## src/design/fpd_pkg.sv

```systemverilog
// Package for the FM phase discriminator: CORDIC arctangent table,
// angle constants and the sequencer state type. No dependencies.
package fpd_pkg;

  localparam int unsigned TABLE_LEN          = 24;
  localparam int unsigned DEF_CORDIC_STAGES  = 16;
  localparam int unsigned SAMPLE_W           = 16;
  localparam int unsigned ANGLE_W            = 32;
  localparam int unsigned PHASE_W            = 16;
  // Guard bits: the sample scaled by 2^16 plus CORDIC gain stays below 2^34.
  localparam int unsigned XY_W               = 36;

  localparam logic [ANGLE_W-1:0] ANGLE_PI    = 32'h8000_0000;
  localparam logic [ANGLE_W-1:0] ANGLE_ROUND = 32'h0000_8000;

  // atan(2^-k) as a 32-bit binary angle, pi = 2^31
  localparam logic [ANGLE_W-1:0] ATAN_TAB [TABLE_LEN] = '{
    32'h20000000, 32'h12E4051E, 32'h09FB385B, 32'h051111D4,
    32'h028B0D43, 32'h0145D7E1, 32'h00A2F61E, 32'h00517C55,
    32'h0028BE53, 32'h00145F2F, 32'h000A2F98, 32'h000517CC,
    32'h00028BE6, 32'h000145F3, 32'h0000A2FA, 32'h0000517D,
    32'h000028BE, 32'h0000145F, 32'h00000A30, 32'h00000518,
    32'h0000028C, 32'h00000146, 32'h000000A3, 32'h00000051
  };

  typedef enum logic [2:0] {
    ST_IDLE = 3'b001,
    ST_ITER = 3'b010,
    ST_DONE = 3'b100
  } fpd_state_e;

endpackage

```

## src/design/fm_phase_discriminator.sv

```systemverilog
// FM phase discriminator top level: iterative vectoring CORDIC and phase differencing.
// Depends on fpd_pkg.
//
// Each request carries one complex sample (I, Q) and yields one result with the
// sample's phase (binary angle, 32768 = pi) and its difference from the previous
// sample's phase, which wraps naturally modulo 2^16. The phase comes from one
// shared add/subtract/shift CORDIC unit that runs one micro-rotation per cycle,
// so a sample goes through a load step, CORDIC_STAGES iterations (capped at the
// 24-entry table) and a write of the result register. A zero sample skips the
// iterations. The input is not ready while a sample is in work; a finished result
// waits in the output register and does not hold back the next request, unless
// the next result is ready before the previous one is taken.
module fm_phase_discriminator
  import fpd_pkg::*;
#(
  parameter int unsigned CORDIC_STAGES = DEF_CORDIC_STAGES  // 8 .. 24
) (
  input  logic        clk_i,
  input  logic        rst_ni,
  input  logic        s_axis_tvalid,
  output logic        s_axis_tready,
  input  logic [31:0] s_axis_tdata,   // [15:0] i_sample, [31:16] q_sample
  output logic        m_axis_tvalid,
  input  logic        m_axis_tready,
  output logic [31:0] m_axis_tdata    // [15:0] freq_out, [31:16] phase_out
);

  localparam int unsigned CntW = $clog2(TABLE_LEN);
  // stage counts above the table length run the full table
  localparam int unsigned RunStages =
      (CORDIC_STAGES > TABLE_LEN) ? TABLE_LEN : CORDIC_STAGES;
  localparam logic [CntW-1:0] LastStage = CntW'(RunStages - 1);

  fpd_state_e state_q, state_d;
  logic [CntW-1:0]           stage_q, stage_d;
  logic signed [XY_W-1:0]    x_q, x_d, y_q, y_d;
  logic [ANGLE_W-1:0]        z_q, z_d;
  logic [PHASE_W-1:0]        last_phase_q, last_phase_d;
  logic                      out_valid_q, out_valid_d;
  logic [PHASE_W-1:0]        freq_q, freq_d, phase_q, phase_d;

  logic signed [SAMPLE_W-1:0] i_smp, q_smp;
  logic signed [XY_W-1:0]     x_init, y_init, x_shr, y_shr;
  logic [ANGLE_W-1:0]         z_round;
  logic [PHASE_W-1:0]         phase_new;
  logic                       in_req, out_free;

  assign i_smp = s_axis_tdata[15:0];
  assign q_smp = s_axis_tdata[31:16];

  assign s_axis_tready = (state_q == ST_IDLE);
  assign in_req        = s_axis_tvalid && s_axis_tready;
  assign out_free      = !out_valid_q || m_axis_tready;

  assign m_axis_tvalid = out_valid_q;
  assign m_axis_tdata  = {phase_q, freq_q};

  // sample scaled by 2^16, sign-extended into the guard bits
  assign x_init = {{(XY_W-SAMPLE_W-16){i_smp[SAMPLE_W-1]}}, i_smp, 16'h0000};
  assign y_init = {{(XY_W-SAMPLE_W-16){q_smp[SAMPLE_W-1]}}, q_smp, 16'h0000};

  // shared micro-rotation datapath: arithmetic shifts floor
  assign x_shr = x_q >>> stage_q;
  assign y_shr = y_q >>> stage_q;

  assign z_round   = z_q + ANGLE_ROUND;
  assign phase_new = z_round[ANGLE_W-1:ANGLE_W-PHASE_W];

  always_comb begin
    state_d      = state_q;
    stage_d      = stage_q;
    x_d          = x_q;
    y_d          = y_q;
    z_d          = z_q;
    last_phase_d = last_phase_q;
    out_valid_d  = out_valid_q;
    freq_d       = freq_q;
    phase_d      = phase_q;

    if (out_valid_q && m_axis_tready) begin
      out_valid_d = 1'b0;
    end

    case (state_q)
      ST_IDLE: begin
        if (in_req) begin
          stage_d = '0;
          if (i_smp == '0 && q_smp == '0) begin
            z_d     = '0;
            state_d = ST_DONE;
          end else if (i_smp[SAMPLE_W-1]) begin
            // left half plane: turn by pi first
            x_d     = -x_init;
            y_d     = -y_init;
            z_d     = ANGLE_PI;
            state_d = ST_ITER;
          end else begin
            x_d     = x_init;
            y_d     = y_init;
            z_d     = '0;
            state_d = ST_ITER;
          end
        end
      end
      ST_ITER: begin
        if (!y_q[XY_W-1]) begin
          x_d = x_q + y_shr;
          y_d = y_q - x_shr;
          z_d = z_q + ATAN_TAB[stage_q];
        end else begin
          x_d = x_q - y_shr;
          y_d = y_q + x_shr;
          z_d = z_q - ATAN_TAB[stage_q];
        end
        stage_d = stage_q + 1'b1;
        if (stage_q == LastStage) begin
          state_d = ST_DONE;
        end
      end
      ST_DONE: begin
        // hold until the output register can take the result
        if (out_free) begin
          phase_d      = phase_new;
          freq_d       = phase_new - last_phase_q;
          last_phase_d = phase_new;
          out_valid_d  = 1'b1;
          state_d      = ST_IDLE;
        end
      end
      default: begin
        state_d = ST_IDLE;
      end
    endcase
  end

  always_ff @(posedge clk_i or negedge rst_ni) begin
    if (!rst_ni) begin
      state_q      <= ST_IDLE;
      stage_q      <= '0;
      last_phase_q <= '0;
      out_valid_q  <= 1'b0;
    end else begin
      state_q      <= state_d;
      stage_q      <= stage_d;
      last_phase_q <= last_phase_d;
      out_valid_q  <= out_valid_d;
    end
  end

  always_ff @(posedge clk_i) begin
    x_q     <= x_d;
    y_q     <= y_d;
    z_q     <= z_d;
    freq_q  <= freq_d;
    phase_q <= phase_d;
  end

endmodule

```

## config.mk

```make
export PLATFORM = sky130hd
export DESIGN_NAME = fm_phase_discriminator
export DESIGN_NICKNAME = d
export VERILOG_FILES = /design/src/design/fpd_pkg.sv /design/src/design/fm_phase_discriminator.sv
export SDC_FILE = /design/constraint.sdc
export NUM_CORES = 1
export LEC_CHECK = 0
export ABC_AREA = 1
export BUFFER_PORTS_ARGS = -buffer_cell sky130_fd_sc_hd__buf_2
export CORE_ASPECT_RATIO = 0.75
export CORE_UTILIZATION = 28
export CTS_CLUSTER_DIAMETER = 150
export CTS_CLUSTER_SIZE = 8
export DETAILED_ROUTE_END_ITERATION = 7
export GPL_TIMING_DRIVEN = 0
export HOLD_SLACK_MARGIN = 0.12
export MAX_ROUTING_LAYER = met4
export PLACE_DENSITY = 0.48
export SLEW_MARGIN = 25
export SYNTH_ARGS = -nofsm -noshare
export SYNTH_HDL_FRONTEND = slang
export SYNTH_SLANG_ARGS = --single-unit
```

## constraint.sdc

```tcl
create_clock -name clk_i -period 19.9 [get_ports clk_i]
set_clock_uncertainty 0.1 [all_clocks]
set_input_delay 3.98 -clock clk_i [delete_from_list [all_inputs] [get_ports clk_i]]
set_output_delay 3.98 -clock clk_i [all_outputs]
set_load 0.02 [all_outputs]
```

# Yosys cells after proc, flatten, opt, wreduce, memory -nomap -nowiden
# Memory sizes are Yosys's and may differ from the RTL's.
# Cells that the tools add are included.
dict set report op_classes {
  n_addsub 11
  order_cmp 1
  n_eq_ne 8
  shifts 2
  muxes 27
  bitwise_logic 1
  n_reduce_logical 12
}
# operator n
set op_table {}
lappend op_table {{two-way mux 36 bit} 8}
lappend op_table {{two-way mux 32 bit} 6}
lappend op_table {{case mux 36 bit (2 select lines)} 2}
lappend op_table {{adder 36 bit} 2}
lappend op_table {{negation 32 -> 36 bit} 2}
lappend op_table {{>>> shifter 36 x 5 -> 36 bit} 2}
lappend op_table {{subtractor 36 bit} 2}
lappend op_table {{case mux 32 bit (2 select lines)} 1}
lappend op_table {{adder 32 x 16 -> 32 bit, second input constant} 1}
lappend op_table {{adder 32 bit} 1}
lappend op_table {{zero test 16 bit} 2}
lappend op_table {{subtractor 32 bit} 1}
lappend op_table {{subtractor 16 bit} 1}
lappend op_table {{two-way mux 3 bit} 4}
lappend op_table {{case mux 5 bit (2 select lines)} 1}
lappend op_table {{case mux 3 bit (3 select lines)} 1}
lappend op_table {{greater-or-equal comparator 6 bit, second input constant} 1}
lappend op_table {{!= test 2 bit, second input constant} 3}
lappend op_table {{NOT 5 -> 6 bit} 1}
lappend op_table {{AND reduction 3 bit} 2}
lappend op_table {{adder 5 x 1 -> 5 bit, second input constant} 1}
lappend op_table {{== test 5 x 4 -> 1 bit, second input constant} 1}
lappend op_table {{two-way mux 5 bit} 1}
lappend op_table {{AND reduction 2 bit} 2}
lappend op_table {{9 further kinds} 13}
dict set report word_totals {
  reg_bits 161
  romBits 1024
  inputBits 36
  output_inout_bits 34
  elab_cells 72
  mem_count 1
}
# name depth width read_ports rd_clocked_by_memory_dff write_ports line_no
set mem_list {}
lappend mem_list {{(name not given)} 32 32 1 0 0 fm_phase_discriminator.sv:113} ;# z_d = z_q - ATAN_TAB[stage_q];

# Longest topological paths before layout
dict set report depth {
  ltp_word 7
  mapped_depth 37
}

# Worst setup path after synthesis
# No wires, ideal clock.
dict set report synth_timing {
  path_type {input -> register}
  start {input s_axis_tvalid}
  end {register x_q[0], enable pin}
  arrival_ns 10.210
  slack_ns 8.978
  path_stages 3
  n_path_buf 0
  cell_sequence {nand2_1 -> nand2_1 -> a21boi_0}
}
dict set report synth_via {
  elab_chain_len 3
}
# element line_no
set synth_lines {}
lappend synth_lines {{start, declared} fm_phase_discriminator.sv:20} ;# input logic s_axis_tvalid,
lappend synth_lines {{logical AND 1 bit} fm_phase_discriminator.sv:52} ;# assign in_req = s_axis_tvalid && s_axis_tready;
lappend synth_lines {{!= test 2 x 1 -> 1 bit (no line)} --}
lappend synth_lines {{AND reduction 3 bit (no line)} --}
lappend synth_lines {{end signal, assigned} fm_phase_discriminator.sv:151} ;# x_q <= x_d;
lappend synth_lines {{end, declared} fm_phase_discriminator.sv:36} ;# logic signed [XY_W-1:0] x_q, x_d, y_q, y_d;
# No other way between the ends.
# A chain may end at the register's enable or synchronous reset.

# Final worst setup path
dict set report layout_timing {
  start {input s_axis_tdata[16]}
  end {register y_q[18], enable pin}
}
dict set report layout_via {
  elab_chain_len 4
}
# element line_no
set layout_lines {}
lappend layout_lines {{start, declared} fm_phase_discriminator.sv:22} ;# input logic [31:0] s_axis_tdata,
lappend layout_lines {{zero test 16 bit} fm_phase_discriminator.sv:88} ;# if (i_smp == '0 && q_smp == '0) begin
lappend layout_lines {{logical AND 1 bit} fm_phase_discriminator.sv:88}
lappend layout_lines {{!= test 2 bit (no line)} --}
lappend layout_lines {{AND reduction 3 bit (no line)} --}
lappend layout_lines {{end signal, assigned} fm_phase_discriminator.sv:152} ;# y_q <= y_d;
lappend layout_lines {{end, declared} fm_phase_discriminator.sv:36}
# No other way between the ends.

==> qor.yml <==
status: "finished, violations left"
violations: "design-rule violations"
hold_buffers: 0
grt_usage: 0.272
io_buffers: 69
wl_met2_mm: 34.8
synth_edf_count: 136
die-area_um2: 71700
wl_mm: 94.7
cts_setup_buffers: 0
antenna_found_initial: 2
synthDistinctLibCells: 59
synthArstFlopShare: 0.155
clock_sinks: 161
cts_root_buf: "clkbuf_16"
insertion_delay_ns: 0.52
setup-violations-final: 0
r2r_cells: 28
row_count: 83
crit_path_max_incr_delay_ns: 0.57
clockBufferDepth: 2
synth_area_leaders: "edfxtp_1 (21%), nand2_1 (17%), nand3_1 (10%)"
gr-total-overflow: 0
ant_nets: 0
period_share: 0.343
met1_length_mm: 46.8
firstDrtPassIters: 8
viasPerCell: 5.36
drc: 6
routed.top_layer: "met4"
syn_nets: 3325
slew-limit-headroom: 0.272
maxCapViolCount: 0
start_util: 0.286
met3_length_mm: 10.8
period_needed_ns: 6.84
max_freq_mhz: 146
vias: 22500
cts_resized: 0
final-hold-violation-count: 0
coreArea_um2: 69200
dp_hpwl_mm: 77.1
path_cells: "buf_2 > inv_1 > ha_1 > inv_1 > nor3_1 > nand3_1 > nor3_1 > nand2_1 > nor4_1 > nand2_1 > nor3_2 > a21boi_4 > buf_16 > buf_16 > buf_16"
gp_congestion: 1.04
setup_slack_ns: 13.06
grt_pass1_wl_mm: 138
drive_gt1_frac: 0.0665
wl_per_cell_um: 22.6
netlist_area_um2: 19800
synth.most_common_cell: "nand2_1"
start_kind: "primary input"
finalSetupTns_ns: 0
hold_path_depth: 2
netlist_instances: 3155
die_x_um: 309
io_pins: 70
arrival_ns: 7.01
yosys-top-cells-count: "nand2_1 (901), nand3_1 (407), inv_1 (315)"
worstSetupEndpointType: "flip-flop"
cts_tree: "yes"
cp.required_ns: 20.08
grt_max_degree: 26
drt_first_iter_violations: 2880
hold_class: "flip-flop to flip-flop"
cts_buffers: 17
nNetsFinal: 3419
cp_max_fo: 20
yosysWarnings: 0
crit_path_top_delay_cell: "nor3_2"
synth_top_area_frac: 0.206
rsz0062_at_grt: "false"
path_clk_slew_ns: 0.08
ys_seq_elements: 161
yosys.area.top_type: "edfxtp_1"
dp_slack_ns: 12.57
antenna_cells: 0
postSynthAreaPerCell_um2: 6.27
area_growth_pct: 11.7
criticalPathCategory: "primary input to flip-flop"
worstMarginPinSlew_ns: 1.09
yosysSeqAreaShare: 0.238
maxSlewViolCount: 0
cp_common_cell: "buf_16"
grt_pass1_vias: 20400
die_y_um: 232
synthFlopType: "edfxtp_1"
htreeDepth: 4
-- through the flow --
stage	hold WS [ns]	cells	cell area (um^2)	util
after floorplan	0.353	3155	19800	-
final	0.398	4197	22100	0.319
after global placement	0.372	4159	21300	0.308
after detailed placement	0.383	4165	21500	0.311
after global routing	0.448	4197	22100	0.319
after CTS	0.402	4197	22100	0.319
-- routing by layer --
layer / global-route usage / vias up
li1: - / 10900
met1: 0.407 / 10500
met2: 0.341 / 1037
met3: 0.0835 / 100
met4: 0.0685 / 0
met5: - / -
-- worst max-delay path: cells and delay by family --
family	cells	cell delay, ns
AO/OA/AOI/OAI	1	0.24
buffers and inverters	6	0.83
AND/OR/NAND/NOR	7	1.77
adder cells (fa/ha/maj)	1	0.15
-- worst paths after layout --
path | from | slack (ns) | endpoint
setup reg to reg | stage_q[4]$_DFFE_PN0P_ | 13.71 | y_q[29]$_DFFE_PP_
hold / removal | last_phase_q[9]$_DFFE_PN0P_ | 0.40 | last_phase_q[9]$_DFFE_PN0P_
min in group asynchronous | rst_ni | 3.42 | last_phase_q[3]$_DFFE_PN0P_
hold reg to reg | last_phase_q[9]$_DFFE_PN0P_ | 0.40 | last_phase_q[9]$_DFFE_PN0P_
max in group asynchronous | rst_ni | 15.77 | last_phase_q[13]$_DFFE_PN0P_
setup / recovery | s_axis_tdata[16] | 13.06 | y_q[18]$_DFFE_PP_
-- state kept, by name, indices dropped and copies added, names as in the netlist --
| signal | flops |
|---|---|
| phase_q | 16 |
| last_phase_q | 16 |
| freq_q | 16 |
| x_q | 36 |
| m_axis_tvalid | 1 |
| state_q | 3 |
| stage_q | 5 |
| y_q | 36 |
| z_q | 32 |
-- layout make-up --
type / instances / area (um^2)
plain buffers: 110 / 586
clock buffers: 18 / 439
clock inverters: 14 / 163
fillers: 7864 / 47100
inverters: 332 / 1250
multi-input cells: 2552 / 13300
flip-flops and latches: 161 / 4710
well taps: 935 / 1170
repair buffers: 75 / 503
-- placed cells by master, fill, tap and decap left out, drive strengths merged, types with 31 or more instances in the layout --
cell    instances
nor3           42
o21ai         226
edfxtp        136
nand3         407
inv           336
nand4          31
xor2           80
a21oi         254
xnor2          35
nand2         902
clkbuf         59
nor2          281
ha            130
buf           144
-- cells by family after synthesis --
group	share of synthesized area
buffers and inverters	0.0922
adder cells (fa/ha/maj)	0.0863
XOR/XNOR	0.0509
AO/OA/AOI/OAI	0.170
flip-flops	0.238
AND/OR/NAND/NOR	0.362
Power is left out: the tool's default activity adds up to more than one toggle a clock period on the data nets, which glitch-free logic cannot reach.
